===== config.mk =====
export PLATFORM = sky130hd
export DESIGN_NAME = powerline_interference_subtractor
export DESIGN_NICKNAME = d
export VERILOG_FILES = /design/src/rtl/pis_pkg.sv /design/src/rtl/pis_cell.sv /design/src/rtl/pis_div5.sv /design/src/rtl/powerline_interference_subtractor.sv
export SDC_FILE = /design/constraint.sdc
export NUM_CORES = 1
export LEC_CHECK = 0
export BUFFER_PORTS_ARGS = -buffer_cell sky130_fd_sc_hd__buf_2
export CAP_MARGIN = 20
export CORE_MARGIN = 3
export CORE_UTILIZATION = 44
export CTS_CLUSTER_SIZE = 25
export DETAILED_ROUTE_END_ITERATION = 8
export PLACE_DENSITY = 0.59
export SYNTH_ARGS = -nofsm -noshare
export SYNTH_HDL_FRONTEND = slang
export SYNTH_HIERARCHICAL = 1
export SYNTH_SLANG_ARGS = --single-unit

===== constraint.sdc =====
create_clock -name clk_i -period 15.8 [get_ports clk_i]
set_input_delay 2.37 -clock clk_i [delete_from_list [all_inputs] [get_ports clk_i]]
set_output_delay 2.37 -clock clk_i [all_outputs]
set_load 0.1 [all_outputs]

===== src/rtl/pis_pkg.sv =====
// ----------------------------------------------------------------------------
// pis_pkg: shared types and constants for the powerline interference subtractor
// Holds the operation codes, the cell control struct, fixed port widths and
// the base-16 divide-by-five digit step used by the rounding unit.
// ----------------------------------------------------------------------------
package pis_pkg;

  // Fixed widths of the word fields and the threshold register
  localparam int OUT_W = 26;
  localparam int THR_W = 24;

  // Mains period in samples and number of past samples kept
  localparam int PERIOD = 5;
  localparam int NTAP   = 6;

  // Threshold after reset, run counter limits
  localparam logic [THR_W-1:0] THR_RESET = 24'd3000;
  localparam logic [2:0]       RUN_MIN   = 3'd1;
  localparam logic [2:0]       RUN_MAX   = 3'd5;

  // Operation codes of an input word
  typedef enum logic {
    OP_FILTER = 1'b0,
    OP_CLEAR  = 1'b1
  } op_e;

  // Control shared by every state cell in a row
  typedef struct packed {
    logic shift;
    logic clear;
  } cell_ctrl_t;

  // One base-16 digit of a divide by five: {quotient digit, remainder}
  function automatic logic [6:0] div5_digit(input logic [2:0] rem, input logic [3:0] dig);
    logic [6:0] n;
    logic [3:0] q;
    logic [2:0] r;
    n = {rem, dig};
    q = 4'd0;
    for (int k = 1; k < 16; k++) begin
      q = q + 4'(n >= 7'(5 * k));
    end
    r = 3'(n - ({3'b000, q} << 2) - {3'b000, q});
    return {q, r};
  endfunction

endpackage


===== src/rtl/pis_cell.sv =====
// ----------------------------------------------------------------------------
// pis_cell: one state cell of a shift row
// Holds one value; loads the neighbor's value on shift and zeroes on clear.
// ----------------------------------------------------------------------------
module pis_cell #(
  parameter int W = 24
) (
  input  logic                 clk_i,
  input  logic                 rst_ni,
  input  pis_pkg::cell_ctrl_t  ctrl_i,
  input  logic [W-1:0]         d_i,
  output logic [W-1:0]         q_o
);
  import pis_pkg::*;

  logic [W-1:0] value_q;
  logic [W-1:0] value_d;

  // Clear wins over shift, otherwise hold
  always_comb begin
    value_d = value_q;
    if (ctrl_i.clear) begin
      value_d = '0;
    end else if (ctrl_i.shift) begin
      value_d = d_i;
    end
  end

  always_ff @(posedge clk_i or negedge rst_ni) begin
    if (!rst_ni) begin
      value_q <= '0;
    end else begin
      value_q <= value_d;
    end
  end

  assign q_o = value_q;

endmodule


===== src/rtl/pis_div5.sv =====
// ----------------------------------------------------------------------------
// pis_div5: two-stage rounding divide by five
// Computes round(v / 5), half toward plus infinity, as floor((v + 2) / 5)
// with base-16 digit steps, upper digits in the first stage, lower in the
// second. The result wraps to the output width.
// ----------------------------------------------------------------------------
module pis_div5 #(
  parameter int VW = 29
) (
  input  logic                             clk_i,
  input  logic                             en_i,
  input  logic signed [VW-1:0]             v_i,
  output logic signed [pis_pkg::OUT_W-1:0] y_o
);
  import pis_pkg::*;

  localparam int UW   = VW + 2;
  localparam int NDIG = (UW + 3) / 4;
  localparam int PW   = NDIG * 4;
  localparam int NHI  = (NDIG + 1) / 2;
  localparam int NLO  = NDIG - NHI;
  localparam int RW   = (PW + 1 > OUT_W) ? PW + 1 : OUT_W;
  localparam logic [PW-1:0] OFFSET = PW'(5) << (VW - 2);
  localparam logic [RW-1:0] BIAS   = RW'(1) << (VW - 2);

  logic [PW-1:0]       u;
  logic [PW-1:0]       qa;
  logic [2:0]          rem_a;
  logic [NHI*4-1:0]    qhi_q;
  logic [NLO*4-1:0]    lo_q;
  logic [2:0]          rem_q;
  logic [NLO*4-1:0]    qlo;
  logic [2:0]          rem_b;
  logic [PW-1:0]       q_full;
  logic signed [RW-1:0] y_wide;
  logic signed [OUT_W-1:0] y_q;
  logic [6:0]          step_a;
  logic [6:0]          step_b;

  // Offset the rounded numerator so it is never negative
  assign u = PW'(v_i) + PW'(2) + OFFSET;

  // Upper digits
  always_comb begin
    qa    = '0;
    rem_a = 3'd0;
    step_a = '0;
    for (int i = NDIG - 1; i >= NLO; i--) begin
      step_a         = div5_digit(rem_a, u[i*4 +: 4]);
      qa[i*4 +: 4]   = step_a[6:3];
      rem_a          = step_a[2:0];
    end
  end

  always_ff @(posedge clk_i) begin
    if (en_i) begin
      qhi_q <= qa[PW-1 -: NHI*4];
      rem_q <= rem_a;
      lo_q  <= u[NLO*4-1:0];
    end
  end

  // Lower digits, then drop the offset
  always_comb begin
    qlo    = '0;
    rem_b  = rem_q;
    step_b = '0;
    for (int i = NLO - 1; i >= 0; i--) begin
      step_b        = div5_digit(rem_b, lo_q[i*4 +: 4]);
      qlo[i*4 +: 4] = step_b[6:3];
      rem_b         = step_b[2:0];
    end
    q_full = {qhi_q, qlo};
    y_wide = $signed(RW'(q_full) - BIAS);
  end

  always_ff @(posedge clk_i) begin
    if (en_i) begin
      y_q <= y_wide[OUT_W-1:0];
    end
  end

  assign y_o = y_q;

endmodule


===== src/rtl/powerline_interference_subtractor.sv =====
// ----------------------------------------------------------------------------
// powerline_interference_subtractor: mains hum removal for an ECG stream
// A word accepted at a clock edge passes the value register, the upper-digit
// divider register and the output register before it is offered. Throughput:
// one word per cycle while out_stall_i does not hold a full output register.
// Reset zeroes cells and sum; run counter to 1 and threshold to 3000.
// ----------------------------------------------------------------------------
module powerline_interference_subtractor #(
  parameter int SAMPLE_BITS = 24
) (
  input  logic                             clk_i,
  input  logic                             rst_ni,
  input  logic                             in_valid_i,
  output logic                             in_stall_o,
  input  logic                             operation_i,
  input  logic signed [SAMPLE_BITS-1:0]    sample_in_i,
  output logic                             out_valid_o,
  input  logic                             out_stall_i,
  output logic signed [pis_pkg::OUT_W-1:0] sample_out_o,
  output logic                             template_updated_o,
  input  logic                             cfg_we_i,
  input  logic [pis_pkg::THR_W-1:0]        cfg_wdata_i
);
  import pis_pkg::*;

  localparam int SB = SAMPLE_BITS;
  localparam int VW = SB + 5;
  localparam int SW = SB + 3;
  localparam int CW = (SB + 1 > THR_W) ? SB + 1 : THR_W;

  logic signed [SB-1:0] tap [NTAP];
  logic signed [VW-1:0] ifr [PERIOD];
  logic signed [VW-1:0] ifr_tail_d;
  cell_ctrl_t           cell_ctrl;

  logic [THR_W-1:0]     thr_q;
  logic [2:0]           run_cnt_q, run_cnt_d;
  logic signed [SW-1:0] sum_q, sum_d;

  logic                 adv, acc, is_clear, filt, clr;
  logic signed [SB-1:0] x0, x1, x2, x5, x6;
  logic signed [SB:0]   diff_new, diff_old, hd, half;
  logic signed [SB+1:0] dcrit, dabs;
  logic [SB:0]          crit;
  logic                 linear, update;
  logic signed [VW-1:0] s_corr, x2x5, ifr_new, v0;

  logic                 vld1_q, upd1_q, vld2_q, upd2_q, out_valid_q, upd_out_q;
  logic signed [VW-1:0] v1_q;

  // Handshake: the whole pipe advances when the output register is empty or taken
  assign adv        = !out_valid_q || !out_stall_i;
  assign acc        = in_valid_i && adv;
  assign in_stall_o = !adv;
  assign is_clear   = (operation_i == OP_CLEAR);
  assign filt       = acc && !is_clear;
  assign clr        = acc && is_clear;
  assign cell_ctrl  = '{shift: filt, clear: clr};

  // Past samples: a row of cells, newest first
  for (genvar k = 0; k < NTAP; k++) begin : g_tap
    if (k == 0) begin : g_head
      pis_cell #(.W(SB)) u_cell (
        .clk_i (clk_i), .rst_ni (rst_ni), .ctrl_i (cell_ctrl),
        .d_i (x0), .q_o (tap[k])
      );
    end else begin : g_body
      pis_cell #(.W(SB)) u_cell (
        .clk_i (clk_i), .rst_ni (rst_ni), .ctrl_i (cell_ctrl),
        .d_i (tap[k-1]), .q_o (tap[k])
      );
    end
  end

  // Interference times five: a rotating row, head is the current phase
  for (genvar i = 0; i < PERIOD; i++) begin : g_ifr
    if (i == PERIOD - 1) begin : g_tail
      pis_cell #(.W(VW)) u_cell (
        .clk_i (clk_i), .rst_ni (rst_ni), .ctrl_i (cell_ctrl),
        .d_i (ifr_tail_d), .q_o (ifr[i])
      );
    end else begin : g_body
      pis_cell #(.W(VW)) u_cell (
        .clk_i (clk_i), .rst_ni (rst_ni), .ctrl_i (cell_ctrl),
        .d_i (ifr[i+1]), .q_o (ifr[i])
      );
    end
  end

  // Linearity test, corrected mean and interference update
  always_comb begin
    x0 = sample_in_i;
    x1 = tap[0];
    x2 = tap[1];
    x5 = tap[4];
    x6 = tap[5];

    diff_new = (SB+1)'(x5) - (SB+1)'(x0);
    diff_old = (SB+1)'(x6) - (SB+1)'(x1);
    dcrit    = (SB+2)'(diff_new) - (SB+2)'(diff_old);
    dabs     = dcrit[SB+1] ? -dcrit : dcrit;
    crit     = dabs[SB:0];
    linear   = CW'(crit) < CW'(thr_q);
    update   = linear && (run_cnt_q <= RUN_MIN);

    // Half step difference, truncated toward zero
    hd      = (SB+1)'(x0) - (SB+1)'(x5);
    half    = (hd >>> 1) + $signed((SB+1)'(hd[SB] & hd[0]));
    s_corr  = VW'(sum_q) - VW'(half);
    x2x5    = (VW'(x2) <<< 2) + VW'(x2);
    ifr_new = x2x5 - s_corr;
    v0      = update ? s_corr : (x2x5 - ifr[0]);

    ifr_tail_d = update ? ifr_new : ifr[0];
    sum_d      = sum_q + SW'(x0) - SW'(x5);

    run_cnt_d = run_cnt_q;
    if (!linear) begin
      run_cnt_d = RUN_MAX;
    end else if (run_cnt_q > RUN_MIN) begin
      run_cnt_d = run_cnt_q - 3'd1;
    end else begin
      run_cnt_d = RUN_MIN;
    end
  end

  // Threshold, run counter, running sum and pipe control
  always_ff @(posedge clk_i or negedge rst_ni) begin
    if (!rst_ni) begin
      thr_q       <= THR_RESET;
      run_cnt_q   <= RUN_MIN;
      sum_q       <= '0;
      vld1_q      <= 1'b0;
      upd1_q      <= 1'b0;
      vld2_q      <= 1'b0;
      upd2_q      <= 1'b0;
      out_valid_q <= 1'b0;
      upd_out_q   <= 1'b0;
    end else begin
      if (cfg_we_i) begin
        thr_q <= cfg_wdata_i;
      end
      if (clr) begin
        run_cnt_q <= RUN_MIN;
        sum_q     <= '0;
      end else if (filt) begin
        run_cnt_q <= run_cnt_d;
        sum_q     <= sum_d;
      end
      if (adv) begin
        vld1_q      <= acc;
        upd1_q      <= filt && update;
        vld2_q      <= vld1_q;
        upd2_q      <= upd1_q;
        out_valid_q <= vld2_q;
        upd_out_q   <= upd2_q;
      end
    end
  end

  // Hold the unrounded value for the divider
  always_ff @(posedge clk_i) begin
    if (adv) begin
      v1_q <= filt ? v0 : '0;
    end
  end

  pis_div5 #(.VW(VW)) u_div5 (
    .clk_i (clk_i),
    .en_i  (adv),
    .v_i   (v1_q),
    .y_o   (sample_out_o)
  );

  assign out_valid_o        = out_valid_q;
  assign template_updated_o = upd_out_q;

  // Running sum always matches the five newest past samples
  a_sum: assert property (@(posedge clk_i) disable iff (!rst_ni)
    sum_q == SW'(tap[0]) + SW'(tap[1]) + SW'(tap[2]) + SW'(tap[3]) + SW'(tap[4]))
    else $error("running sum out of step with sample cells");

  a_run: assert property (@(posedge clk_i) disable iff (!rst_ni)
    run_cnt_q >= RUN_MIN && run_cnt_q <= RUN_MAX)
    else $error("run counter out of range");

  a_upd: assert property (@(posedge clk_i) disable iff (!rst_ni)
    !out_valid_o |-> !template_updated_o)
    else $error("update flag set on an empty output");

  a_clear: assert property (@(posedge clk_i) disable iff (!rst_ni)
    clr |=> (tap[0] == '0 && ifr[0] == '0 && run_cnt_q == RUN_MIN))
    else $error("clear did not reset the cell rows");

  a_flow: assert property (@(posedge clk_i) disable iff (!rst_ni)
    !out_valid_o |-> !in_stall_o)
    else $error("input stalled while the output is empty");

endmodule

Word-level counts from Yosys, hierarchy flattened

Cells that the tools add are included.

Register bits after elaboration: 433
Input port bits: 54
Output and inout bits: 29
Word-level logic and storage cells: 315

Add/sub/neg operators: 133
Order comparisons: 114
Multiplexer cells: 31
Bitwise operators: 1
Reductions and logical operators: 11

Operators with widths:

| kind                                                                                 | number |
|---|---|
| 29-bit 2-to-1 mux                                                                    | 12 |
| 4-bit by 1-bit adder with 4-bit output                                               | 78 |
| 7-bit by 6-bit greater-or-equal comparator with 1-bit output (second input constant) | 42 |
| 24-bit 2-to-1 mux                                                                    | 12 |
| 7-bit by 5-bit greater-or-equal comparator with 1-bit output (second input constant) | 21 |
| 7-bit greater-or-equal comparator (second input constant)                            | 21 |
| 7-bit by 4-bit greater-or-equal comparator with 1-bit output (second input constant) | 14 |
| 24-bit by 24-bit subtractor with 25-bit output                                       | 3 |
| 27-bit 2-to-1 mux                                                                    | 2 |
| 7-bit by 3-bit greater-or-equal comparator with 1-bit output (second input constant) | 7 |
| 3-bit by 1-bit adder with 3-bit output                                               | 15 |
| 3-bit subtractor                                                                     | 14 |
| 32-bit by 30-bit adder with 32-bit output (second input constant)                    | 1 |
| 29-bit by 3-bit adder with 30-bit output (second input constant)                     | 1 |
| 27-bit by 28-bit subtractor with 29-bit output                                       | 1 |
| 27-bit by 29-bit subtractor with 29-bit output                                       | 1 |
| 27-bit by 25-bit subtractor with 28-bit output                                       | 1 |
| 26-bit by 24-bit adder with 27-bit output                                            | 1 |
| 27-bit by 24-bit adder with 27-bit output                                            | 1 |
| 27-bit by 24-bit subtractor with 27-bit output                                       | 1 |
| 25-bit by 25-bit subtractor with 26-bit output                                       | 1 |
| 26-bit by 1-bit subtractor with 26-bit output (second input constant)                | 1 |
| 24-bit by 2-bit adder with 25-bit output                                             | 1 |
| 25-bit by 24-bit < comparator with 1-bit output                                      | 1 |
| 16 further kinds                                                                     | 37 |

Longest topological paths before layout

Gate-level depths: netlist of run 1.

Word-level depth: 67
Mapped depth: 56
Gate-level depth less buffers: 55

Cells and area by module

The synthesis of run 1 kept the hierarchy.

Modules (own cells, without submodules):

| module                                 | instances | cells each | area an instance (um^2) |
|---|---|---|---|
| powerline_interference_subtractor      | 1         | 1999       | 16173.0 |
| pis_div5                               | 1         | 653        | 6353.6 |
| pis_cell at g_tap[0].g_head.u_cell ... | 6         | 77         | 989.7 |
| pis_cell at g_ifr[0].g_body.u_cell ... | 5         | 93         | 1177.4 |

Least setup slack after synthesis of run 1

Ideal clock, no wire load.

Path kind: register to register
Start point: register u_div5.rem_q[1]
End point: register u_div5.y_q[1] (netlist: u_div5/y_o[1]), data pin
Library setup time: 0.269 ns
Data arrival time: 16.537 ns
Required time: 15.531 ns
Path slack: -1.006 ns
Cell stages (with the launch flop): 53
Buffers on the path: 2
Clock period less this slack: 16.806 ns
Cells stage by stage: edfxtp_1 -> or2_2 -> clkbuf_1 -> nor4b_1 -> fa_1 -> inv_1 -> fa_1 -> fa_1 -> inv_1 -> fa_1 -> fa_1 -> inv_1 -> fa_1 -> inv_1 -> fa_1 -> xnor2_1 -> xnor2_1 -> xnor2_1 -> [... 17 more ...] -> inv_1 -> fa_1 -> fa_1 -> inv_1 -> fa_1 -> inv_1 -> fa_1 -> nand2b_1 -> nor2_1 -> a21oi_1 -> fa_1 -> fa_1 -> fa_1 -> fa_1 -> inv_1 -> fa_1 -> inv_1 -> fa_1

Elaborated cells on any way between the ends: 123
Those cells by class: 63 x add/sub; 60 x order compare

RTL lines:

| what                                                                                                                                         | RTL line       | source |
|---|---|---|
| start: declaration                                                                                                                           | pis_div5.sv:31 | `logic [2:0] rem_q;` |
| start signal: assignment                                                                                                                     | pis_div5.sv:58 | `rem_q <= rem_a;` |
| 7-bit by 3-bit greater-or-equal comparator with 1-bit output or 7-bit by 4-bit greater-or-equal comparator with 1-bit output (tied branches) | pis_pkg.sv:41  | `q = q + 4'(n >= 7'(5 * k));` |
| 1-bit by 1-bit adder with 2-bit output                                                                                                       | pis_pkg.sv:41  |  |
| 4-bit by 1-bit adder with 4-bit output (12 in a row)                                                                                         | pis_pkg.sv:41  |  |
| 4-bit by 1-bit adder with 4-bit output *                                                                                                     | pis_pkg.sv:41  |  |
| named net u_div5.q_full[13]                                                                                                                  | pis_div5.sv:34 | `logic [PW-1:0] q_full;` |
| 3-bit subtractor *                                                                                                                           | pis_pkg.sv:43  | `r = 3'(n - ({3'b000, q} << 2) - {3'b000, q});` |
| 7-bit by 3-bit greater-or-equal comparator with 1-bit output or 7-bit by 4-bit greater-or-equal comparator with 1-bit output (tied branches) | pis_pkg.sv:41  |  |
| 1-bit by 1-bit adder with 2-bit output                                                                                                       | pis_pkg.sv:41  |  |
| [... 13 more ...]                                                                                                                            | --             |  |
| named net u_div5.q_full[9]                                                                                                                   | pis_div5.sv:34 |  |
| [... 16 more ...]                                                                                                                            | --             |  |
| named net u_div5.q_full[5]                                                                                                                   | pis_div5.sv:34 |  |
| 3-bit subtractor *                                                                                                                           | pis_pkg.sv:43  |  |
| 7-bit by 3-bit greater-or-equal comparator with 1-bit output or 7-bit by 4-bit greater-or-equal comparator with 1-bit output (tied branches) | pis_pkg.sv:41  |  |
| 1-bit by 1-bit adder with 2-bit output                                                                                                       | pis_pkg.sv:41  |  |
| 4-bit by 1-bit adder with 4-bit output (12 in a row)                                                                                         | pis_pkg.sv:41  |  |
| 4-bit by 1-bit adder with 4-bit output *                                                                                                     | pis_pkg.sv:41  |  |
| named net u_div5.q_full[1]                                                                                                                   | pis_div5.sv:34 |  |
| 26-bit by 1-bit subtractor with 26-bit output *                                                                                              | pis_div5.sv:74 | `y_wide = $signed(RW'(q_full) - BIAS);` |
| end signal: assignment                                                                                                                       | pis_div5.sv:79 | `y_q <= y_wide[OUT_W-1:0];` |
| end: declaration                                                                                                                             | pis_div5.sv:36 | `logic signed [OUT_W-1:0] y_q;` |

Mark *: on every way through the listed nets, which the timed path passes. The rest lies on a longest branch.
A chain may end at the register's enable or synchronous reset.

Worst setup path after layout of run 1

Same ends and word-level chain as after synthesis.

==> impl_table.tex, run 1 <==
\begin{tabular}{lr}
\hline
Metric & Value \\
\hline
\multicolumn{2}{l}{\textbf{Layout}} \\
\quad Area taken by flip-flops and latches & 11300 um2 \\
\quad Count of nets after finishing & 4132 \\
\quad Fraction of layout cells with a size suffix above 1 & 10.2\% \\
\quad Area of the multi-input gates & 21000 um2 \\
\quad Filler cell count in the final layout & 7290 \\
\quad Area grow syn2layout & 10.3\% \\
\multicolumn{2}{l}{\textbf{Setup path}} \\
\quad Cell at the slowest stage of the critical path & fa\_2 \\
\quad Worst-path maximum fanout & 5 \\
\quad Capturing instance or port of the critical path & u\_div5/y\_o[1] \\
\quad FF-to-FF path depth & 52 \\
\quad Setup crit end kind & flop \\
\quad Critical Path Source & u\_div5/rem\_q[1] \\
\quad Worst EP required & 16.14 ns \\
\quad Kind of cell with the highest combined delay on the critical path & adder cells \\
\quad Total buffers and inverters traversed by the critical path & 13 \\
\quad Type of element launching the critical path & flop \\
\quad Kind of critical path & reg2reg \\
\quad CP peak stage delay & 0.59 ns \\
\quad Register-to-register path setup slack & -0.12 ns \\
\quad Beginning of the worst register-to-register path & u\_div5/rem\_q[1] \\
\quad Critical path's most frequent cell & fa\_1 \\
\quad RR Endpoint & u\_div5/y\_o[1] \\
\quad Arrival time worst endpoint & 16.26 ns \\
\quad Total number of cells along the worst setup path & 52 \\
\multicolumn{2}{l}{\textbf{Routing}} \\
\quad DRC marker count from the first detailed-route iteration & 1646 \\
\quad Router iterations before antenna repair & 6 \\
\quad Sum of met3 wire segment lengths after detailed routing & 3380 um \\
\quad Total via count after detailed routing & 25300 \\
\quad Detailed-route wire length & 80900 um \\
\quad Total routed wire length on the met1 layer & 38300 um \\
\quad DR vias/cell & 5.33 \\
\quad Routed wire length per instance & 17.1 um \\
\quad DR WL met2 & 37300 um \\
\quad Antenna Nets Post-Route & 0 \\
\quad Post-route DRC & 0 \\
\quad Topmost layer with routed signal wires & met4 \\
\multicolumn{2}{l}{\textbf{STA}} \\
\quad Final critical-path share of the clock period & 101\% \\
\quad Max Clock Skew & 0.0459 ns \\
\quad Unrepaired setup endpoints after global routing & true \\
\quad Max-slew violation count & 0 \\
\quad Transition at the pin with the smallest max-transition slack & 1.12 ns \\
\quad Final number of setup-violating endpoints & 2 \\
\quad Worst slew margin relative to its limit & 24.4\% \\
\quad Worst setup slack after layout & -0.119 ns \\
\quad Peak Freq & 0.0628 GHz \\
\quad Crit path time final & 15.92 ns \\
\quad Final hold viol count & 0 \\
\multicolumn{2}{l}{\textbf{Die}} \\
\quad I/O pin count & 83 \\
\quad Effective utilization at floorplan & 44.9\% \\
\quad Die outline width & 285 um \\
\quad Std-Cell Rows & 101 \\
\quad Floorplan Core Area & 76600 um2 \\
\quad Die height & 285 um \\
\quad Die Outline Area & 81500 um2 \\
\multicolumn{2}{l}{\textbf{Synthesis}} \\
\quad Most frequent cell after synthesis & nor2\_1 \\
\quad Netlist Area Pre-Place & 34400 um2 \\
\quad Part of the Yosys area used for sequential elements & 32.8\% \\
\quad Cell accounting for the most synthesized area & dfrtp\_1 \\
\quad Most common flop cell mapped by yosys & dfrtp\_1 \\
\quad Syn nets & 4047 \\
\quad Count of state elements after synthesis & 433 \\
\quad Leading post-synthesis cells by cell area & dfrtp\_1, ha\_1, fa\_1 \\
\quad Netlist cell types & 110 \\
\quad Ys async rst share & 80.6\% \\
\quad EDFF count, synth & 84 \\
\quad Fraction of synthesized cell area taken by the top area cell type & 24.8\% \\
\quad Top post-synthesis cells by count & nor2\_1, inv\_1, dfrtp\_1, mux2i\_1, ha\_1 \\
\quad Number of instances in the synthesized netlist & 3579 \\
\quad Post-Synthesis Mean Instance Area & 9.60 um2 \\
\quad Count of yosys warnings during synthesis & 6 \\
\multicolumn{2}{l}{\textbf{GRT}} \\
\quad Grt total ovfl & 0 \\
\quad Number of global-route vias before repair & 24600 \\
\quad Total global-route track usage & 19.9\% \\
\quad Wire length of the first global-routing pass & 132000 um \\
\quad Largest net degree at the start of global routing & 143 \\
\quad Number of antenna violations at the first check in global routing & 4 \\
\multicolumn{2}{l}{\textbf{Outcome}} \\
\quad Violations in the final reports & negative setup slack \\
\quad Result of the run & complete, but fails checks \\
\multicolumn{2}{l}{\textbf{Clocking}} \\
\quad CTS buffer count & 52 \\
\quad Hold bufs inserted after CTS & 0 \\
\quad Worst-case clock buffer depth & 3 \\
\quad Clock Latency Late Sink & 0.62 ns \\
\quad Clock sinks & 433 \\
\quad Clock tree from TritonCTS & done \\
\quad H-tree levels & 2 \\
\quad Clock tree root driver cell & clkbuf\_16 \\
\quad Clock transition at path regs & 0.06 ns \\
\multicolumn{2}{l}{\textbf{Place}} \\
\quad IO buf count & 82 \\
\quad GP Congestion & 0.884 \\
\quad Detail Placement HPWL & 60300 um \\
\quad Setup Slack @ Placement & -0.248 ns \\
\multicolumn{2}{l}{\textbf{Flow run}} \\
\quad Max Cap Viol & 0 \\
\multicolumn{2}{l}{\textbf{Min path}} \\
\quad Worst hold-check path type & reg2reg \\
\hline
\end{tabular}
## cell type report
cell class,count,share of cell area (%)
sequential,433,29.7
clock inverter,25,0.885
antenna,1,0.00660
timing repair buffer,155,2.63
multi-input combinational,2621,55.3
clock buffer,73,4.05
tap,1030,3.40
inverter,401,3.99
## cells in the final DEF (no fill, tap or decap), drive strengths merged, types with 83 or more instances in the layout
cell,n
dfrtp,341
o21ai,197
a21oi,176
buf,154
nor2,415
nand2,183
nand3,83
fa,154
inv,403
xor2,88
xnor2,144
a21o,88
mux2i,292
ha,260
edfxtp,84
## timing repair
| item | CTS | global route |
|---|---|---|
| endpoints found under the setup margin | 3 | 6 |
| gates cloned | 0 | 1 |
| setup buffers | 3 | 6 |
| endpoints found under the hold margin | 0 | 0 |
| resized for setup | 13 | 20 |
| pin swaps | 10 | 5 |
## cell families (layout without fill, tap and decap cells)
kind of cell	count (synthesis)	in the layout	share of synthesized area, %
and+or+nand+nor	927	927	12.7
AOI/OAI and AO/OA	748	748	14.3
buffers and inverters	525	654	6.93
DFF	433	433	32.8
adders and majority gates	414	414	18.4
muxes	298	298	8.71
xor gates and xnor gates	233	233	6.14
other	1	2	0.0109
## routing by layer
metal	vias to the layer above	global-route usage [%]
li1	12500	-
met1	12200	28.4
met2	485	31.9
met3	114	2.51
met4	0	5.31
met5	-	0
## metrics by stage
| step | area [um2] | hold WS, ns | cells | TNS (ns) | util [%] |
|---|---|---|---|---|---|
| floorplan | 34500 | 0.400 | 3579 | 0 | - |
| global placement | 35800 | 0.402 | 4630 | -0.206 | 46.8 |
| detailed placement | 35800 | 0.405 | 4630 | -0.376 | 46.8 |
| CTS | 37800 | 0.420 | 4731 | -0.211 | 49.3 |
| global route | 37900 | 0.435 | 4738 | -2.94 | 49.5 |
| finish | 37900 | 0.418 | 4739 | -0.137 | 49.5 |
## worst min-delay path by stage
stage,startpoint,endpoint,slack (ns),depth (start not counted)
6_report,u_div5/qhi_q[7],u_div5/y_o[23],0.42,0
5_1_grt,u_div5/qhi_q[4],u_div5/y_o[20],0.43,0
4_1_cts,u_div5/qhi_q[7],u_div5/y_o[23],0.42,0
3_5_place_dp,u_div5/qhi_q[7],u_div5/y_o[23],0.40,0
3_3_place_gp,u_div5/qhi_q[7],u_div5/y_o[23],0.40,0
2_1_floorplan,v1_q[0],u_div5/lo_q[0],0.40,0
## worst reg2reg max path: cells and delay by family, from the launching register on
kind,cells,cell delay (ns)
xor+xnor,3,0.53
fa+ha+maj,27,12.64
flops,1,0.41
compound gates,2,0.39
buf+inv,13,0.77
simple gates,7,0.92
## registers in the layout (all words and copies together), names as in the netlist, 10 cells and up
signal                   cells
u_div5/qhi_q                10
g_tap.g_body.u_cell/q_o    120
g_ifr.g_body.u_cell/q_o    116
u_div5/y_o                  26
thr_q                       24
g_ifr.g_tail.u_cell/q_o     29
u_div5/lo_q                 16
sum_q                       27
g_tap.g_head.u_cell/q_o     24
v1_q                        29
Power of run 1 is left out: the tool's default activity adds up to more than one toggle a clock period on the data nets, which glitch-free logic cannot reach.
==> inputs of run 2 (changes only) <==
--- a/config.mk
+++ b/config.mk
@@ -14,5 +14,4 @@
 export PLACE_DENSITY = 0.59
 export SYNTH_ARGS = -nofsm -noshare
 export SYNTH_HDL_FRONTEND = slang
-export SYNTH_HIERARCHICAL = 1
 export SYNTH_SLANG_ARGS = --single-unit
==> run 2 against run 1 <==
Net effect: the flow still finishes with violations (negative setup slack); synthesized cell count up 8.8%; register-to-register slack worse by 0.05 ns; global-route usage grew 0.065 points; first-iteration DRC count hardly changed; critical endpoint is now u_div5.y_o[2]; highest routed layer unchanged.
==> impl_table.tex, run 2 <==
\begin{tabular}{lr}
\hline
Metric & Value \\
\hline
\multicolumn{2}{l}{\textbf{Outcome}} \\
\quad Result of the run & complete, but fails checks (unchanged) \\
\quad Violations in the final reports & negative setup slack (unchanged) \\
\multicolumn{2}{l}{\textbf{STA}} \\
\quad Worst setup slack after layout & -0.166 ns (was -0.119 ns) \\
\quad Final hold viol count & 0 (unchanged) \\
\quad Max Clock Skew & 0.0233 ns (was 0.0459 ns) \\
\quad Worst slew margin relative to its limit & 26.4\% (was 24.4\%) \\
\quad Max-slew violation count & 0 (unchanged) \\
\quad Setup total negative slack & -0.321 ns (was -0.137 ns) \\
\quad Final number of setup-violating endpoints & 3 (was 2) \\
\quad Peak Freq & 0.0626 GHz (was 0.0628 GHz) \\
\quad Unrepaired setup endpoints after global routing & true (unchanged) \\
\quad Final critical-path share of the clock period & 101\% (about the same) \\
\quad Crit path time final & 15.97 ns (was 15.92 ns) \\
\quad Transition at the pin with the smallest max-transition slack & 1.10 ns (was 1.12 ns) \\
\multicolumn{2}{l}{\textbf{Place}} \\
\quad Detail Placement HPWL & 59800 um (was 60300 um) \\
\quad IO buf count & 82 (unchanged) \\
\quad GP Congestion & 0.883 (was 0.884) \\
\multicolumn{2}{l}{\textbf{GRT}} \\
\quad Number of antenna violations at the first check in global routing & 2 (was 4) \\
\quad Number of global-route vias before repair & 26100 (was 24600) \\
\quad Largest net degree at the start of global routing & 235 (was 143) \\
\quad Wire length of the first global-routing pass & 135000 um (was 132000 um) \\
\quad Total global-route track usage & 19.9\% (about the same) \\
\quad Grt total ovfl & 0 (unchanged) \\
\multicolumn{2}{l}{\textbf{Layout}} \\
\quad Area of the multi-input gates & 21400 um2 (was 21000 um2) \\
\quad Diode count & 0 (was 1) \\
\quad Area taken by flip-flops and latches & 11300 um2 (unchanged) \\
\quad Count of nets after finishing & 4445 (was 4132) \\
\quad Largest register FFs & 120 (unchanged) \\
\quad Most frequent cells in the layout & nand2\_1, inv\_1, o21ai\_0, dfrtp\_1, ha\_1 (was nor2\_1, inv\_1, dfrtp\_1, mux2i\_1, ha\_1) \\
\quad Filler cell count in the final layout & 7368 (was 7290) \\
\quad Area grow syn2layout & 11.9\% (was 10.3\%) \\
\quad Commonest non-fill, non-tap cell in the layout & nand2\_1 (was nor2\_1) \\
\quad Fraction of layout cells with a size suffix above 1 & 10.9\% (was 10.2\%) \\
\multicolumn{2}{l}{\textbf{Clocking}} \\
\quad CTS buffer count & 53 (was 52) \\
\quad Clock tree from TritonCTS & done (unchanged) \\
\quad Clock transition at path regs & 0.06 ns (about the same) \\
\quad Clock tree root driver cell & clkbuf\_16 (unchanged) \\
\quad Clock sinks & 433 (unchanged) \\
\quad Hold bufs inserted after CTS & 0 (unchanged) \\
\quad Worst-case clock buffer depth & 3 (unchanged) \\
\quad H-tree levels & 2 (unchanged) \\
\quad Clock Latency Late Sink & 0.61 ns (was 0.62 ns) \\
\multicolumn{2}{l}{\textbf{Routing}} \\
\quad DR vias/cell & 5.22 (was 5.33) \\
\quad Antenna Nets Post-Route & 0 (unchanged) \\
\quad Detailed-route wire length & 80300 um (was 80900 um) \\
\quad Total via count after detailed routing & 26300 (was 25300) \\
\quad Post-route DRC & 0 (unchanged) \\
\quad DRC marker count from the first detailed-route iteration & 1645 (was 1646) \\
\quad Router iterations before antenna repair & 5 (was 6) \\
\quad Routed wire length per instance & 16.0 um (was 17.1 um) \\
\multicolumn{2}{l}{\textbf{Setup path}} \\
\quad Worst EP required & 16.16 ns (was 16.14 ns) \\
\quad CP peak stage delay & 0.56 ns (was 0.59 ns) \\
\quad Setup crit end kind & flop (unchanged) \\
\quad Kind of cell with the highest combined delay on the critical path & adder cells (unchanged) \\
\quad Total buffers and inverters traversed by the critical path & 11 (was 13) \\
\quad RR Endpoint & u\_div5.y\_o[2] (was u\_div5/y\_o[1]) \\
\quad FF-to-FF path depth & 56 (was 52) \\
\quad Worst-path maximum fanout & 6 (was 5) \\
\quad Type of element launching the critical path & flop (unchanged) \\
\quad Cell at the slowest stage of the critical path & fa\_1 (was fa\_2) \\
\quad Beginning of the worst register-to-register path & u\_div5.rem\_q[2] (was u\_div5/rem\_q[1]) \\
\quad Critical path's most frequent cell & fa\_1 (unchanged) \\
\quad Register-to-register path setup slack & -0.17 ns (was -0.12 ns) \\
\quad Arrival time worst endpoint & 16.32 ns (was 16.26 ns) \\
\quad Kind of critical path & reg2reg (unchanged) \\
\multicolumn{2}{l}{\textbf{Die}} \\
\quad Die height & 285 um (about the same) \\
\quad Std-Cell Rows & 101 (unchanged) \\
\quad Die Outline Area & 81400 um2 (was 81500 um2) \\
\quad I/O pin count & 83 (unchanged) \\
\quad Die outline width & 285 um (about the same) \\
\quad Floorplan Core Area & 76600 um2 (unchanged) \\
\quad Effective utilization at floorplan & 44.8\% (was 44.9\%) \\
\multicolumn{2}{l}{\textbf{Min path}} \\
\quad Hold Path Cell Cnt & 0 (unchanged) \\
\quad Startpoint of the tightest hold check path & u\_div5.qhi\_q[2] (was u\_div5/qhi\_q[7]) \\
\quad Worst hold path endpoint & u\_div5.y\_o[18] (was u\_div5/y\_o[23]) \\
\quad Worst hold-check path type & reg2reg (unchanged) \\
\multicolumn{2}{l}{\textbf{Synthesis}} \\
\quad EDFF count, synth & 84 (unchanged) \\
\quad Top post-synthesis cells by count & nand2\_1, inv\_1, o21ai\_0, dfrtp\_1, ha\_1 (was nor2\_1, inv\_1, dfrtp\_1, mux2i\_1, ha\_1) \\
\quad Number of instances in the synthesized netlist & 3893 (was 3579) \\
\quad Most frequent cell after synthesis & nand2\_1 (was nor2\_1) \\
\quad Syn nets & 4380 (was 4047) \\
\quad Netlist cell types & 91 (was 110) \\
\quad Cell accounting for the most synthesized area & dfrtp\_1 (unchanged) \\
\quad Fraction of synthesized cell area taken by the top area cell type & 24.9\% (was 24.8\%) \\
\quad Netlist Area Pre-Place & 34300 um2 (was 34400 um2) \\
\quad Count of yosys warnings during synthesis & 0 (was 6) \\
\quad Leading post-synthesis cells by cell area & dfrtp\_1, ha\_1, fa\_1 (unchanged) \\
\quad Part of the Yosys area used for sequential elements & 32.8\% (about the same) \\
\quad Most common flop cell mapped by yosys & dfrtp\_1 (unchanged) \\
\quad Ys async rst share & 80.6\% (unchanged) \\
\quad Post-Synthesis Mean Instance Area & 8.82 um2 (was 9.60 um2) \\
\quad Count of state elements after synthesis & 433 (unchanged) \\
\multicolumn{2}{l}{\textbf{Flow run}} \\
\quad Max Cap Viol & 0 (unchanged) \\
\hline
\end{tabular}
## run 2: cell families after synthesis
logic type / after synthesis / share of synthesized area (%)
AO/OA/AOI/OAI: 1001 / 18.2
XOR/XNOR: 219 / 5.59
adder cells (fa/ha/maj): 433 / 19.1
buffers and inverters: 584 / 6.48
flip-flops: 433 / 32.8
multiplexers: 21 / 0.656
AND/OR/NAND/NOR: 1202 / 17.2
## run 2: timing repair
item,CTS,global route
buffers inserted,7,7
endpoints found under the setup margin,5,6
resized for setup,26,60
pin swaps,40,47
## run 2: final cells by class
type	instances	share of cell area, %
sequential	433	29.3
clock inverter	15	0.244
timing repair buffer	176	3.00
inverter	418	4.08
clock buffer	83	4.42
tap	1030	3.35
multi-input combinational	2876	55.6
## run 2: how the worst max path moves through the flow
stage               startpoint              end  slack, ns  cells past startpoint
6_report       u_div5.rem_q[2]    u_div5.y_o[2]      -0.17                     56
2_1_floorplan          v1_q[3]  u_div5.rem_q[2]      0.006                     55
3_5_place_dp   u_div5.lo_q[15]    u_div5.y_o[2]      -0.43                     56
3_3_place_gp   u_div5.lo_q[15]    u_div5.y_o[2]      -0.17                     56
5_1_grt        u_div5.lo_q[13]    u_div5.y_o[2]      -0.82                     57
4_1_cts        u_div5.rem_q[2]    u_div5.y_o[2]      -0.20                     55
## run 2: layer usage
metal	share of wire [%]	wire, um	global-route usage, %
met4	2.2	1790	4.79
met1	49	39000	28.3
met3	2.8	2230	2.17
met5	0	0	0
met2	46	37200	32.6
## run 2: per-stage QoR
stage / area (um2) / cells / setup WS [ns] / hold WS [ns] / utilization [%]
final: 38400 / 5031 / -0.166 / 0.419 / 50.2
after global routing: 38400 / 5031 / -0.824 / 0.428 / 50.2
after CTS: 38100 / 5024 / -0.203 / 0.420 / 49.8
after detailed placement: 36200 / 4919 / -0.425 / 0.405 / 47.3
after global placement: 36200 / 4919 / -0.172 / 0.406 / 47.3
after floorplan: 34500 / 3893 / 0.00593 / 0.400 / -
Power of run 2 is left out for the same reason.
==> inputs of run 3 (changes only) <==
--- a/config.mk
+++ b/config.mk
@@ -12,6 +12,8 @@
 export CTS_CLUSTER_SIZE = 25
 export DETAILED_ROUTE_END_ITERATION = 8
 export PLACE_DENSITY = 0.59
+export SKIP_LAST_GASP = 1
 export SYNTH_ARGS = -nofsm -noshare
 export SYNTH_HDL_FRONTEND = slang
+export SYNTH_HIERARCHICAL = 1
 export SYNTH_SLANG_ARGS = --single-unit
==> run 3 against run 2 <==
Net effect: the flow still finishes with violations (negative setup slack); sequential cell count unchanged; sequential share of layout area increased by 0.43 points; routed wire length increased by 0.72%; final cell count decreased by 5.8%; die area about the same; count of clock-buffer cells in the layout decreased by 10; global-route usage decreased by 0.065 points; first-iteration DRC count increased by 0.49%; clock skew increased by 0.021 ns; non-clock buffer count decreased by 21; final area decreased by 1.4%.
==> impl_table.tex, run 3 (same netlist as run 1, synthesis figures left out) <==
\begin{tabular}{lr}
\hline
Metric & Value \\
\hline
\multicolumn{2}{l}{\textbf{Layout}} \\
\quad Area grow syn2layout & 10.2\% (was 11.9\%) \\
\quad Finished Layout Cells & 4739 (was 5031) \\
\quad Largest register FFs & 120 (unchanged) \\
\quad Count of nets after finishing & 4132 (was 4445) \\
\quad Most frequent cells in the layout & nor2\_1, inv\_1, dfrtp\_1, mux2i\_1, ha\_1 (was nand2\_1, inv\_1, o21ai\_0, dfrtp\_1, ha\_1) \\
\quad Finished layout cell area & 37900 um2 (was 38400 um2) \\
\quad Fraction of layout cells with a size suffix above 1 & 10.1\% (was 10.9\%) \\
\quad Commonest non-fill, non-tap cell in the layout & nor2\_1 (was nand2\_1) \\
\quad Filler cell count in the final layout & 7293 (was 7368) \\
\multicolumn{2}{l}{\textbf{STA}} \\
\quad Worst slew margin relative to its limit & 24.5\% (was 26.4\%) \\
\quad Worst setup slack after layout & -0.124 ns (was -0.166 ns) \\
\quad Final hold viol count & 0 (unchanged) \\
\quad Final number of setup-violating endpoints & 2 (was 3) \\
\quad Crit path time final & 15.92 ns (was 15.97 ns) \\
\quad Max Clock Skew & 0.0440 ns (was 0.0233 ns) \\
\quad Transition at the pin with the smallest max-transition slack & 1.12 ns (was 1.10 ns) \\
\quad Final critical-path share of the clock period & 101\% (about the same) \\
\quad Peak Freq & 0.0628 GHz (was 0.0626 GHz) \\
\quad Unrepaired setup endpoints after global routing & true (unchanged) \\
\quad Max-slew violation count & 0 (unchanged) \\
\multicolumn{2}{l}{\textbf{Die}} \\
\quad Die height & 285 um (about the same) \\
\quad Std-Cell Rows & 101 (unchanged) \\
\quad Die Outline Area & 81500 um2 (was 81400 um2) \\
\quad I/O pin count & 83 (unchanged) \\
\quad Floorplan Core Area & 76600 um2 (unchanged) \\
\quad Effective utilization at floorplan & 44.9\% (was 44.8\%) \\
\quad Die outline width & 285 um (about the same) \\
\multicolumn{2}{l}{\textbf{Place}} \\
\quad IO buf count & 82 (unchanged) \\
\quad GP Congestion & 0.884 (was 0.883) \\
\quad Detail Placement HPWL & 60300 um (was 59800 um) \\
\quad Number of cells in the design after placement & 4630 (was 4919) \\
\quad Area after detailed placement & 35800 um2 (was 36200 um2) \\
\multicolumn{2}{l}{\textbf{Clocking}} \\
\quad Clock transition at path regs & 0.06 ns (about the same) \\
\quad Worst-case clock buffer depth & 3 (unchanged) \\
\quad Clock sinks & 433 (unchanged) \\
\quad Clock tree root driver cell & clkbuf\_16 (unchanged) \\
\quad Clock Latency Late Sink & 0.62 ns (was 0.61 ns) \\
\quad Hold bufs inserted after CTS & 0 (unchanged) \\
\quad H-tree levels & 2 (unchanged) \\
\quad CTS buffer count & 52 (was 53) \\
\quad Clock tree from TritonCTS & done (unchanged) \\
\multicolumn{2}{l}{\textbf{Setup path}} \\
\quad Critical path's most frequent cell & fa\_1 (unchanged) \\
\quad Worst EP required & 16.14 ns (was 16.16 ns) \\
\quad Kind of critical path & reg2reg (unchanged) \\
\quad Setup crit end kind & flop (unchanged) \\
\quad Worst-path maximum fanout & 5 (was 6) \\
\quad Cell at the slowest stage of the critical path & fa\_2 (was fa\_1) \\
\quad Type of element launching the critical path & flop (unchanged) \\
\quad Arrival time worst endpoint & 16.27 ns (was 16.32 ns) \\
\quad CP peak stage delay & 0.59 ns (was 0.56 ns) \\
\multicolumn{2}{l}{\textbf{Routing}} \\
\quad Detailed-route wire length & 80900 um (was 80300 um) \\
\quad Router iterations before antenna repair & 5 (unchanged) \\
\quad Routed wire length per instance & 17.1 um (was 16.0 um) \\
\quad DR vias/cell & 5.33 (was 5.22) \\
\quad Total via count after detailed routing & 25300 (was 26300) \\
\quad DRC marker count from the first detailed-route iteration & 1653 (was 1645) \\
\quad Post-route DRC & 0 (unchanged) \\
\quad Antenna Nets Post-Route & 0 (unchanged) \\
\multicolumn{2}{l}{\textbf{Outcome}} \\
\quad Result of the run & complete, but fails checks (unchanged) \\
\quad Violations in the final reports & negative setup slack (unchanged) \\
\multicolumn{2}{l}{\textbf{GRT}} \\
\quad Total global-route track usage & 19.9\% (about the same) \\
\quad Largest net degree at the start of global routing & 143 (was 235) \\
\quad Number of antenna violations at the first check in global routing & 4 (was 2) \\
\quad Number of global-route vias before repair & 24600 (was 26100) \\
\quad Wire length of the first global-routing pass & 132000 um (was 135000 um) \\
\quad Grt total ovfl & 0 (unchanged) \\
\multicolumn{2}{l}{\textbf{Min path}} \\
\quad Worst hold-check path type & reg2reg (unchanged) \\
\multicolumn{2}{l}{\textbf{Flow run}} \\
\quad Max Cap Viol & 0 (unchanged) \\
\hline
\end{tabular}
-- run 3: changes by cell type in the layout (fill, tap and decap cells not counted), sizes merged, moves of 38 or more --
| cell | delta |
|---|---|
| nand2 | -294 |
| mux2i | +280 |
| nor2 | +267 |
| nand2b | -211 |
| o21ai | -197 |
| o31ai | -38 |
-- run 3: through the flow --
step | setup slack (ns) | util (%) | hold slack (ns) | TNS [ns]
floorplan | 0.0183 | - | 0.400 | 0
global placement | -0.185 | 46.8 | 0.402 | -0.206
detailed placement | -0.248 | 46.8 | 0.405 | -0.376
CTS | -0.182 | 49.3 | 0.420 | -0.211
global route | -0.787 | 49.4 | 0.435 | -3.04
finish | -0.124 | 49.4 | 0.418 | -0.147
-- run 3: path summary, 6_finish.rpt --
check                                startpoint                              to  slack (ns)  cells after the start
worst max-delay path            u_div5/rem_q[1]                   u_div5/y_o[1]       -0.12                     52
max in group asynchronous                rst_ni   g_ifr[2].g_body.u_cell/q_o[7]       11.81                      3
min in group asynchronous                rst_ni  g_tap[2].g_body.u_cell/q_o[20]        1.77                      1
worst min register to register  u_div5/qhi_q[7]                  u_div5/y_o[23]        0.42                      0
worst min-delay path            u_div5/qhi_q[7]                  u_div5/y_o[23]        0.42                      0
worst max register to register  u_div5/rem_q[1]                   u_div5/y_o[1]       -0.12                     52
-- run 3: layout make-up --
class	count	area (um2)	area share (%)
Multi-Input combinational cell	2621	20900	55.3
Clock inverter	25	335	0.886
Timing Repair Buffer	155	997	2.63
Tap cell	1030	1290	3.40
Clock buffer	73	1540	4.05
Sequential cell	433	11300	29.8
Antenna cell	1	2.50	0.00661
Inverter	401	1510	3.99
-- run 3: metal layers --
metal / GRT usage (%) / part of all wire [%]
met3: 2.51 / 3.9
met4: 5.31 / 2.5
met2: 31.9 / 46
met1: 28.4 / 47
met5: 0 / 0
-- run 3: critical path: cells and delay by family, from the launching register on --
family / cells / cell delay, ns
AND/OR/NAND/NOR: 7 / 0.91
XOR/XNOR: 3 / 0.53
buffers and inverters: 13 / 0.77
flip-flops: 1 / 0.41
adder cells (fa/ha/maj): 27 / 12.63
AO/OA/AOI/OAI: 2 / 0.39
-- run 3: repair_timing --
item,CTS,global route
pin swaps,10,5
buffers inserted,3,6
gates resized for setup,13,14
cloned,0,1
endpoints found under the setup margin,3,6
Power of run 3 is left out for the same reason.
